## src/rtl/rmq_pkg.sv

```systemverilog
`timescale 1ns / 1ps
package rmq_pkg;

    localparam int FRAC_BITS = 14;
    localparam int IN_W      = 16;
    localparam int OUT_W     = 16;
    localparam int TERM_W    = IN_W + 2;
    localparam int DIFF_W    = IN_W + 1;
    localparam int SUM_W     = (TERM_W > FRAC_BITS + 1) ? TERM_W : FRAC_BITS + 2;
    localparam int RAD_W     = SUM_W + FRAC_BITS;
    localparam int SQ_N      = (RAD_W + 1) / 2;
    localparam int SQ_RAD_W  = 2 * SQ_N;
    localparam int SQ_REM_W  = SQ_N + 2;
    localparam int SQ_ST     = (SQ_N + 1) / 2;
    localparam int B_W       = SQ_N - 1;
    localparam int DV_W      = B_W + 1;
    localparam int K_W       = FRAC_BITS;
    localparam int DV_ST     = (K_W + 1) / 2;
    localparam int PROD_W    = DIFF_W + K_W + 1;
    localparam int SH_W      = PROD_W - FRAC_BITS;
    localparam int LINE_N    = SQ_ST + DV_ST;
    localparam int VLD_N     = LINE_N + 4;

    typedef enum logic [1:0] {
        SEL_T0 = 2'd0,
        SEL_T1 = 2'd1,
        SEL_T2 = 2'd2,
        SEL_T3 = 2'd3
    } t_sel;

    typedef struct packed {
        logic signed [IN_W-1:0] mat_e0;
        logic signed [IN_W-1:0] mat_e1;
        logic signed [IN_W-1:0] mat_e2;
        logic signed [IN_W-1:0] mat_e3;
        logic signed [IN_W-1:0] mat_e4;
        logic signed [IN_W-1:0] mat_e5;
        logic signed [IN_W-1:0] mat_e6;
        logic signed [IN_W-1:0] mat_e7;
        logic signed [IN_W-1:0] mat_e8;
    } t_mat;

    typedef struct packed {
        logic signed [OUT_W-1:0] quat_c0;
        logic signed [OUT_W-1:0] quat_c1;
        logic signed [OUT_W-1:0] quat_c2;
        logic signed [OUT_W-1:0] quat_c3;
    } t_quat;

    typedef struct packed {
        t_sel                     sel;
        logic signed [DIFF_W-1:0] diff_a;
        logic signed [DIFF_W-1:0] diff_b;
        logic signed [DIFF_W-1:0] diff_c;
    } t_side;

    typedef struct packed {
        logic [SQ_REM_W-1:0] rem;
        logic [SQ_N-1:0]     root;
        logic [SQ_RAD_W-1:0] rad;
    } t_sq_st;

    typedef struct packed {
        logic [DV_W-1:0] rem;
        logic [K_W-1:0]  q;
        logic [B_W-1:0]  b;
    } t_dv_st;

endpackage

```

## src/rtl/rmq_front.sv

```systemverilog
`timescale 1ns / 1ps
module rmq_front (
    input  logic                            i_clk,
    input  logic                            i_en,
    input  rmq_pkg::t_mat                   i_mat,
    output logic [rmq_pkg::SQ_RAD_W-1:0]    o_rad,
    output rmq_pkg::t_side                  o_side
);
    import rmq_pkg::*;

    localparam logic [SUM_W-1:0] ONE_SUM = SUM_W'(1) << FRAC_BITS;

    logic signed [TERM_W-1:0] x0, x1, x2, x3, x4, x5, x6, x7, x8;
    logic signed [TERM_W-1:0] r_t0, r_t1, r_t2, r_t3;
    logic signed [DIFF_W-1:0] r_d57m, r_d62m, r_d13m, r_s13, r_s62, r_s57;
    logic signed [TERM_W-1:0] best;
    t_sel                     sel;
    logic [SUM_W-1:0]         sum;
    logic [SQ_RAD_W-1:0]      r_rad;
    t_side                    r_side, n_side;

    assign x0 = TERM_W'(i_mat.mat_e0);
    assign x1 = TERM_W'(i_mat.mat_e1);
    assign x2 = TERM_W'(i_mat.mat_e2);
    assign x3 = TERM_W'(i_mat.mat_e3);
    assign x4 = TERM_W'(i_mat.mat_e4);
    assign x5 = TERM_W'(i_mat.mat_e5);
    assign x6 = TERM_W'(i_mat.mat_e6);
    assign x7 = TERM_W'(i_mat.mat_e7);
    assign x8 = TERM_W'(i_mat.mat_e8);

    always_ff @(posedge i_clk) begin
        if (i_en) begin
            r_t0   <= x0 + x4 + x8;
            r_t1   <= x0 - x4 - x8;
            r_t2   <= x4 - x0 - x8;
            r_t3   <= x8 - x0 - x4;
            r_d57m <= DIFF_W'(x5 - x7);
            r_d62m <= DIFF_W'(x6 - x2);
            r_d13m <= DIFF_W'(x1 - x3);
            r_s13  <= DIFF_W'(x1 + x3);
            r_s62  <= DIFF_W'(x6 + x2);
            r_s57  <= DIFF_W'(x5 + x7);
        end
    end

    // ties keep the earlier term
    always_comb begin
        best = r_t0;
        sel  = SEL_T0;
        if (r_t1 > best) begin
            best = r_t1;
            sel  = SEL_T1;
        end
        if (r_t2 > best) begin
            best = r_t2;
            sel  = SEL_T2;
        end
        if (r_t3 > best) begin
            best = r_t3;
            sel  = SEL_T3;
        end
        // best is never negative: the four terms sum to zero
        sum = SUM_W'($unsigned(best)) + ONE_SUM;
        n_side.sel = sel;
        unique case (sel)
            SEL_T0: begin
                n_side.diff_a = r_d57m;
                n_side.diff_b = r_d62m;
                n_side.diff_c = r_d13m;
            end
            SEL_T1: begin
                n_side.diff_a = r_d57m;
                n_side.diff_b = r_s13;
                n_side.diff_c = r_s62;
            end
            SEL_T2: begin
                n_side.diff_a = r_d62m;
                n_side.diff_b = r_s13;
                n_side.diff_c = r_s57;
            end
            SEL_T3: begin
                n_side.diff_a = r_d13m;
                n_side.diff_b = r_s62;
                n_side.diff_c = r_s57;
            end
            default: begin
                n_side.diff_a = r_d57m;
                n_side.diff_b = r_d62m;
                n_side.diff_c = r_d13m;
            end
        endcase
    end

    always_ff @(posedge i_clk) begin
        if (i_en) begin
            r_rad  <= SQ_RAD_W'({sum, FRAC_BITS'(0)});
            r_side <= n_side;
        end
    end

    assign o_rad  = r_rad;
    assign o_side = r_side;

endmodule

```

## src/rtl/rmq_sqrt.sv

```systemverilog
`timescale 1ns / 1ps
module rmq_sqrt (
    input  logic                          i_clk,
    input  logic                          i_en,
    input  logic [rmq_pkg::SQ_RAD_W-1:0]  i_rad,
    output logic [rmq_pkg::SQ_N-1:0]      o_root
);
    import rmq_pkg::*;

    t_sq_st r_st [SQ_ST];
    t_sq_st w_in [SQ_ST];

    assign w_in[0] = '{rem: '0, root: '0, rad: i_rad};

    for (genvar s = 0; s < SQ_ST; s++) begin : g_stage
        t_sq_st              n_st;
        logic [SQ_REM_W-1:0] trial;

        if (s > 0) begin : g_link
            assign w_in[s] = r_st[s-1];
        end

        // two root digits per stage
        always_comb begin
            n_st  = w_in[s];
            trial = '0;
            for (int j = 0; j < 2; j++) begin
                if (2 * s + j < SQ_N) begin
                    n_st.rem = {n_st.rem[SQ_REM_W-3:0], n_st.rad[SQ_RAD_W-1 -: 2]};
                    n_st.rad = {n_st.rad[SQ_RAD_W-3:0], 2'b00};
                    trial    = {n_st.root, 2'b01};
                    if (n_st.rem >= trial) begin
                        n_st.rem  = n_st.rem - trial;
                        n_st.root = {n_st.root[SQ_N-2:0], 1'b1};
                    end else begin
                        n_st.root = {n_st.root[SQ_N-2:0], 1'b0};
                    end
                end
            end
        end

        always_ff @(posedge i_clk) begin
            if (i_en) begin
                r_st[s] <= n_st;
            end
        end
    end

    assign o_root = r_st[SQ_ST-1].root;

endmodule

```

## src/rtl/rmq_div.sv

```systemverilog
`timescale 1ns / 1ps
module rmq_div (
    input  logic                      i_clk,
    input  logic                      i_en,
    input  logic [rmq_pkg::B_W-1:0]   i_b,
    output logic [rmq_pkg::K_W-1:0]   o_k,
    output logic [rmq_pkg::B_W-1:0]   o_b
);
    import rmq_pkg::*;

    // b is at least half of one, so the high part of the dividend is below b
    localparam logic [DV_W-1:0] REM_INIT = DV_W'(1) << (FRAC_BITS - 2);

    t_dv_st r_st [DV_ST];
    t_dv_st w_in [DV_ST];

    assign w_in[0] = '{rem: REM_INIT, q: '0, b: i_b};

    for (genvar s = 0; s < DV_ST; s++) begin : g_stage
        t_dv_st n_st;

        if (s > 0) begin : g_link
            assign w_in[s] = r_st[s-1];
        end

        always_comb begin
            n_st = w_in[s];
            for (int j = 0; j < 2; j++) begin
                if (2 * s + j < K_W) begin
                    n_st.rem = {n_st.rem[DV_W-2:0], 1'b0};
                    if (n_st.rem >= {1'b0, n_st.b}) begin
                        n_st.rem = n_st.rem - {1'b0, n_st.b};
                        n_st.q   = {n_st.q[K_W-2:0], 1'b1};
                    end else begin
                        n_st.q   = {n_st.q[K_W-2:0], 1'b0};
                    end
                end
            end
        end

        always_ff @(posedge i_clk) begin
            if (i_en) begin
                r_st[s] <= n_st;
            end
        end
    end

    assign o_k = r_st[DV_ST-1].q;
    assign o_b = r_st[DV_ST-1].b;

endmodule

```

## src/rtl/rmq_back.sv

```systemverilog
`timescale 1ns / 1ps
module rmq_back (
    input  logic                     i_clk,
    input  logic                     i_rst_n,
    input  logic                     i_en,
    input  logic                     i_vld,
    input  logic [rmq_pkg::K_W-1:0]  i_k,
    input  logic [rmq_pkg::B_W-1:0]  i_b,
    input  rmq_pkg::t_side           i_side,
    output rmq_pkg::t_quat           o_quat
);
    import rmq_pkg::*;

    localparam logic [B_W-1:0]     B_MIN = B_W'(1) << (FRAC_BITS - 1);
    localparam logic [K_W+B_W-1:0] K_NUM = (K_W + B_W)'(1) << (2 * FRAC_BITS - 2);

    logic signed [PROD_W-1:0] r_pa, r_pb, r_pc;
    logic [B_W-1:0]           r_b;
    t_sel                     r_sel;
    logic signed [OUT_W-1:0]  qa, qb, qc, qw;
    t_quat                    n_quat, r_quat;

    function automatic logic signed [OUT_W-1:0] sat(input logic signed [PROD_W-1:0] p);
        logic signed [SH_W-1:0] v;
        v = SH_W'(p >>> FRAC_BITS);
        if (v > SH_W'(32767)) begin
            sat = 16'sd32767;
        end else if (v < -SH_W'(32768)) begin
            sat = -16'sd32768;
        end else begin
            sat = OUT_W'(v);
        end
    endfunction

    always_ff @(posedge i_clk) begin
        if (i_en) begin
            r_pa  <= PROD_W'(i_side.diff_a) * $signed({1'b0, i_k});
            r_pb  <= PROD_W'(i_side.diff_b) * $signed({1'b0, i_k});
            r_pc  <= PROD_W'(i_side.diff_c) * $signed({1'b0, i_k});
            r_b   <= i_b;
            r_sel <= i_side.sel;
        end
    end

    assign qa = sat(r_pa);
    assign qb = sat(r_pb);
    assign qc = sat(r_pc);
    assign qw = OUT_W'(r_b);

    always_comb begin
        unique case (r_sel)
            SEL_T0:  n_quat = '{quat_c0: qw, quat_c1: qa, quat_c2: qb, quat_c3: qc};
            SEL_T1:  n_quat = '{quat_c0: qa, quat_c1: qw, quat_c2: qb, quat_c3: qc};
            SEL_T2:  n_quat = '{quat_c0: qa, quat_c1: qb, quat_c2: qw, quat_c3: qc};
            SEL_T3:  n_quat = '{quat_c0: qa, quat_c1: qb, quat_c2: qc, quat_c3: qw};
            default: n_quat = '{quat_c0: qw, quat_c1: qa, quat_c2: qb, quat_c3: qc};
        endcase
    end

    always_ff @(posedge i_clk) begin
        if (i_en) begin
            r_quat <= n_quat;
        end
    end

    assign o_quat = r_quat;

    a_b_range: assert property (@(posedge i_clk) disable iff (!i_rst_n)
        i_vld |-> (i_b >= B_MIN) && (i_k != '0))
        else $error("root below half of one or zero reciprocal");

    a_k_floor: assert property (@(posedge i_clk) disable iff (!i_rst_n)
        i_vld |-> ((K_W + B_W)'(i_k) * (K_W + B_W)'(i_b) <= K_NUM)
               && ((K_W + B_W)'(i_k + 1'b1) * (K_W + B_W)'(i_b) > K_NUM))
        else $error("reciprocal is not the floor quotient");

endmodule

```

## src/rtl/rotation_matrix_to_quaternion_top.sv

```systemverilog
`timescale 1ns / 1ps
// Rotation matrix to quaternion, Q2.14 fixed point.
// Input channel: i_valid / o_ready with i_mat, nine signed matrix entries.
// Output channel: o_valid / i_ready with o_quat, four signed components.
// One item per cycle is taken while the output side keeps up; every item
// yields exactly one result, in order.
// At 14 fraction bits the pipeline has two front stages (terms, pick
// of the largest), eight square root stages at two root digits each,
// seven reciprocal divider stages at two quotient bits each, one
// multiplier stage and one output stage.
// All stages move together on one enable; o_ready follows the output
// register: when a result waits and i_ready is low the whole pipeline
// holds, and it resumes without losing or repeating an item.
// Reset (synchronous, active low) clears the valid bits of all stages;
// the data registers are not reset.
module rotation_matrix_to_quaternion_top (
    input  logic            i_clk,
    input  logic            i_rst_n,
    input  logic            i_valid,
    output logic            o_ready,
    input  rmq_pkg::t_mat   i_mat,
    output logic            o_valid,
    input  logic            i_ready,
    output rmq_pkg::t_quat  o_quat
);
    import rmq_pkg::*;

    logic                en;
    logic [VLD_N-1:0]    r_vld;
    logic [SQ_RAD_W-1:0] rad;
    t_side               side;
    logic [SQ_N-1:0]     root;
    logic [K_W-1:0]      k;
    logic [B_W-1:0]      b;
    t_side               r_line [LINE_N];

    assign en      = !o_valid || i_ready;
    assign o_ready = en;
    assign o_valid = r_vld[VLD_N-1];

    always_ff @(posedge i_clk) begin
        if (!i_rst_n) begin
            r_vld <= '0;
        end else if (en) begin
            r_vld <= {r_vld[VLD_N-2:0], i_valid};
        end
    end

    rmq_front u_front (
        .i_clk  (i_clk),
        .i_en   (en),
        .i_mat  (i_mat),
        .o_rad  (rad),
        .o_side (side)
    );

    rmq_sqrt u_sqrt (
        .i_clk  (i_clk),
        .i_en   (en),
        .i_rad  (rad),
        .o_root (root)
    );

    rmq_div u_div (
        .i_clk (i_clk),
        .i_en  (en),
        .i_b   (root[SQ_N-1:1]),
        .o_k   (k),
        .o_b   (b)
    );

    // carry the selection and the off-diagonal terms beside the root and divide
    always_ff @(posedge i_clk) begin
        if (en) begin
            r_line[0] <= side;
            for (int i = 1; i < LINE_N; i++) begin
                r_line[i] <= r_line[i-1];
            end
        end
    end

    rmq_back u_back (
        .i_clk   (i_clk),
        .i_rst_n (i_rst_n),
        .i_en    (en),
        .i_vld   (r_vld[LINE_N+1]),
        .i_k     (k),
        .i_b     (b),
        .i_side  (r_line[LINE_N-1]),
        .o_quat  (o_quat)
    );

    a_rst_clear: assert property (@(posedge i_clk)
        !i_rst_n |=> !o_valid)
        else $error("result valid right after reset");

    a_stall_hold: assert property (@(posedge i_clk) disable iff (!i_rst_n)
        (o_valid && !i_ready) |-> !o_ready)
        else $error("item taken while pipeline is stalled");

endmodule
```

## config.mk

```make
export PLATFORM = sky130hd
export DESIGN_NAME = rotation_matrix_to_quaternion_top
export DESIGN_NICKNAME = d
export VERILOG_FILES = /design/src/rtl/rmq_pkg.sv /design/src/rtl/rmq_front.sv /design/src/rtl/rmq_sqrt.sv /design/src/rtl/rmq_div.sv /design/src/rtl/rmq_back.sv /design/src/rtl/rotation_matrix_to_quaternion_top.sv
export SDC_FILE = /design/constraint.sdc
export NUM_CORES = 2
export LEC_CHECK = 0
export BUFFER_PORTS_ARGS = -buffer_cell sky130_fd_sc_hd__buf_2
export CAP_MARGIN = 10
export CORE_MARGIN = 5
export CORE_UTILIZATION = 60
export DETAILED_ROUTE_END_ITERATION = 10
export PLACE_DENSITY = 0.76
export SYNTH_ARGS = -nofsm -noshare
export SYNTH_HDL_FRONTEND = slang
export SYNTH_HIERARCHICAL = 1
export SYNTH_SLANG_ARGS = --single-unit
```

## constraint.sdc

```tcl
create_clock -name i_clk -period 12.4 [get_ports i_clk]
set_input_delay 1.24 -clock i_clk [delete_from_list [all_inputs] [get_ports i_clk]]
set_output_delay 1.24 -clock i_clk [all_outputs]
set_load 0.01 [all_outputs]
```

==> summary.md <==
| Metric | Value |
|---|---|
| Routed vias | 68,260 |
| Final count of hold timing violations | 0 |
| Starting Density | 60.27% |
| Antenna violations before repair | 3 |
| Die H | 438.6 um |
| Clk pin slew, worst setup/hold paths | 0.06 ns |
| Crit path time final | 8.641 ns |
| Worst r2r path cells | 31 |
| CP max stage cell | sky130_fd_sc_hd__buf_4 |
| Setup repair after global routing missed its margin | no |
| Number of placed I/O pins | 214 |
| Tot GR Track Use | 23.45% |
| Final clock period utilization by the worst path | 69.68% |
| Count of TritonRoute iterations in the first routing pass | 6 |
| Worst min-delay path category | reg2reg |
| Floorplan core area | 182,900 um^2 |
| Total setup buffers inserted after CTS | 0 |
| Yosys warnings | 6 |
| Combined area of all synthesized cells | 110,200 um^2 |
| Critical path startpoint category | flop |
| Cell class contributing the biggest share of worst-path delay | compound AO/OA/AOI/OAI gates |
| Die Span X | 438.6 um |
| Final layout net count | 11,250 |
| Filler cell count | 13,540 |
| Worst hold path depth | 0 |
| Layout-stage area growth over the synthesis result | 8.164% |
| Total Wirelength | 224,200 um |
| Total buffers and inverters traversed by the critical path | 4 |
| Average detailed-routed wire length per instance | 18.41 um |
| Final-report max-slew violation count | 0 |
| Setup violations, final | 0 |
| Site Rows | 157 |
| Via-per-instance ratio | 5.606 |
| Layout cell share with drive strength beyond 1 | 7.836% |
| Startpoint of the tightest hold check path | u_sqrt/r_st[0][68] |
| Maximum clock rate | 0.1157 GHz |
| Cell chosen for the clock root | sky130_fd_sc_hd__clkbuf_16 |
| Crit path kind | reg2reg |
| Largest net degree at the start of global routing | 202 |
| Post-Synthesis Cells | 9,392 |
| Worst-case register-to-register setup slack | 3.76 ns |
| Clock sinks | 1,717 |
| Clock Latency Late Sink | 0.83 ns |
| Max-cap violations | 0 |
| Iteration-0 DRC Markers | 5,041 |
| Maximum buffer depth of the clock tree | 3 |
| Worst Setup End Kind | flop |
| Critical R2R Capture | u_front/o_side[16] |
| Setup TNS | 0 ns |
| Number of nets still failing antenna checks after routing | 0 |
| Critical path startpoint | u_front/r_t1[3] |
| CP max FO | 95 |
| Htree depth | 4 |
| Clock tree from TritonCTS | yes |
| Crit path required time | 12.94 ns |
| Overall overflow remaining after global route | 0 |
| WP data arrival | 9.18 ns |
| Status | completed |
| Capture endpoint of the worst hold path | u_sqrt/r_st[0][130] |
| First-pass GRT wire length | 365,900 um |
| Mean post-synth cell area | 11.74 um^2 |
| Routability cong. | 0.8941 |
| Die footprint | 192,400 um^2 |
| Final routed DRC violation total | 0 |
| Remaining max-slew budget at the tightest pin | 25.19% |
| Number of cells upsized or downsized after cts | 0 |
| # port buffers | 213 |
| Source of the worst register-to-register timing path | u_front/r_t1[3] |
| Number of buffers added to fix hold violations after cts | 0 |
| Post-DP HPWL | 161,100 um |
| Total clock buffers created by CTS | 173 |
| CP max stage delay | 0.52 ns |
| Worst slew pin tran | 1.122 ns |
| Setup clock skew after layout | 0.06882 ns |
| Vias in the first global route | 70,910 |
[per-layer routing]
metal	up-vias	global-route usage, %	wire [um]
li1	32390	-	-
met2	1967	40.42	110600
met3	412	3.449	12620
met4	0	6.726	5949
met5	-	0	0
met1	33490	31.22	94950
[cells in the final DEF, fill, tap and decap left out, types with 29 or more instances in the layout]
master	instances
sky130_fd_sc_hd__mux2i_1	111
sky130_fd_sc_hd__buf_4	36
sky130_fd_sc_hd__o21bai_1	29
sky130_fd_sc_hd__a211oi_1	65
sky130_fd_sc_hd__or3_1	43
sky130_fd_sc_hd__clkbuf_16	175
sky130_fd_sc_hd__nor2b_1	78
sky130_fd_sc_hd__edfxtp_1	1698
sky130_fd_sc_hd__nand4_1	49
sky130_fd_sc_hd__mux2_2	146
sky130_fd_sc_hd__o211ai_1	34
sky130_fd_sc_hd__nand2_1	670
sky130_fd_sc_hd__xnor2_1	300
sky130_fd_sc_hd__nand2b_1	59
sky130_fd_sc_hd__nor2_1	484
sky130_fd_sc_hd__fa_1	764
sky130_fd_sc_hd__a21o_1	112
sky130_fd_sc_hd__a21oi_1	442
sky130_fd_sc_hd__o21ai_0	392
sky130_fd_sc_hd__and3_1	56
sky130_fd_sc_hd__ha_1	761
sky130_fd_sc_hd__nor4_1	36
sky130_fd_sc_hd__a21boi_0	48
sky130_fd_sc_hd__clkbuf_1	38
sky130_fd_sc_hd__and2_1	455
sky130_fd_sc_hd__xor2_1	104
sky130_fd_sc_hd__inv_1	1457
sky130_fd_sc_hd__o21a_1	70
sky130_fd_sc_hd__clkinv_1	33
sky130_fd_sc_hd__buf_2	213
sky130_fd_sc_hd__a31oi_1	33
sky130_fd_sc_hd__o31ai_1	33
sky130_fd_sc_hd__nand3_1	86
sky130_fd_sc_hd__nor3_1	110
[worst max-delay path by stage]
| stage | cells past startpoint | endpoint |
|---|---|---|
| floorplan | 2 | o_ready |
| global placement | 31 | u_front/o_side[13] |
| detailed placement | 31 | u_front/o_side[16] |
| CTS | 32 | u_front/o_side[5] |
| global route | 32 | u_front/o_side[5] |
| finish | 31 | u_front/o_side[16] |
[through the flow]
step                hold slack, ns  cell area (um^2)  setup WS (ns)  instances  utilization (%)
global placement            0.4002            113600          3.811      11860            62.11
finish                      0.3652            119200          3.759      12180            65.19
CTS                         0.3586            119200          3.693      12170            65.18
floorplan                   0.4003            110300          2.007       9404                -
detailed placement          0.4045            113600          3.744      11860            62.11
global route                0.3761            119200          2.854      12180            65.19
[final cells by class]
cell class                      count  area, um^2  share of cell area (%)
Multi-Input combinational cell   5963       52220                   43.80
Sequential cell                  1717       51370                   43.09
Inverter                         1462        5493                   4.607
Clock buffer                      216        4546                   3.813
Tap cell                         2464        3083                   2.586
Timing Repair Buffer              255        1448                   1.214
Clock inverter                     98        1064                  0.8921
Antenna cell                        1       2.502                0.002099
[worst reg2reg max path, delay by kind of cell (launching register included)]
family | cells | cell delay, ns
AO/OA/AOI/OAI | 13 | 2.52
adder cells (fa/ha/maj) | 3 | 0.97
buffers and inverters | 4 | 1.71
flip-flops | 1 | 0.45
multiplexers | 2 | 0.66
AND/OR/NAND/NOR | 9 | 2.09
[flip-flops by register name (all words and copies together), names as in the netlist, 18 cells and up]
name and count:
u_back/r_pc 18, u_div/r_st 251, u_sqrt/r_st 275, r_vld 19, u_front/o_rad 18, u_front/r_t3 18, u_back/r_pb 18, u_back/o_quat 64
u_front/r_t0 18, r_line 795, u_front/r_t1 18, u_front/r_t2 18, u_front/o_side 53, u_back/r_pa 18
Power is not shown: default switching activity piles up to over one toggle a cycle in this logic, so the estimate is an artifact.
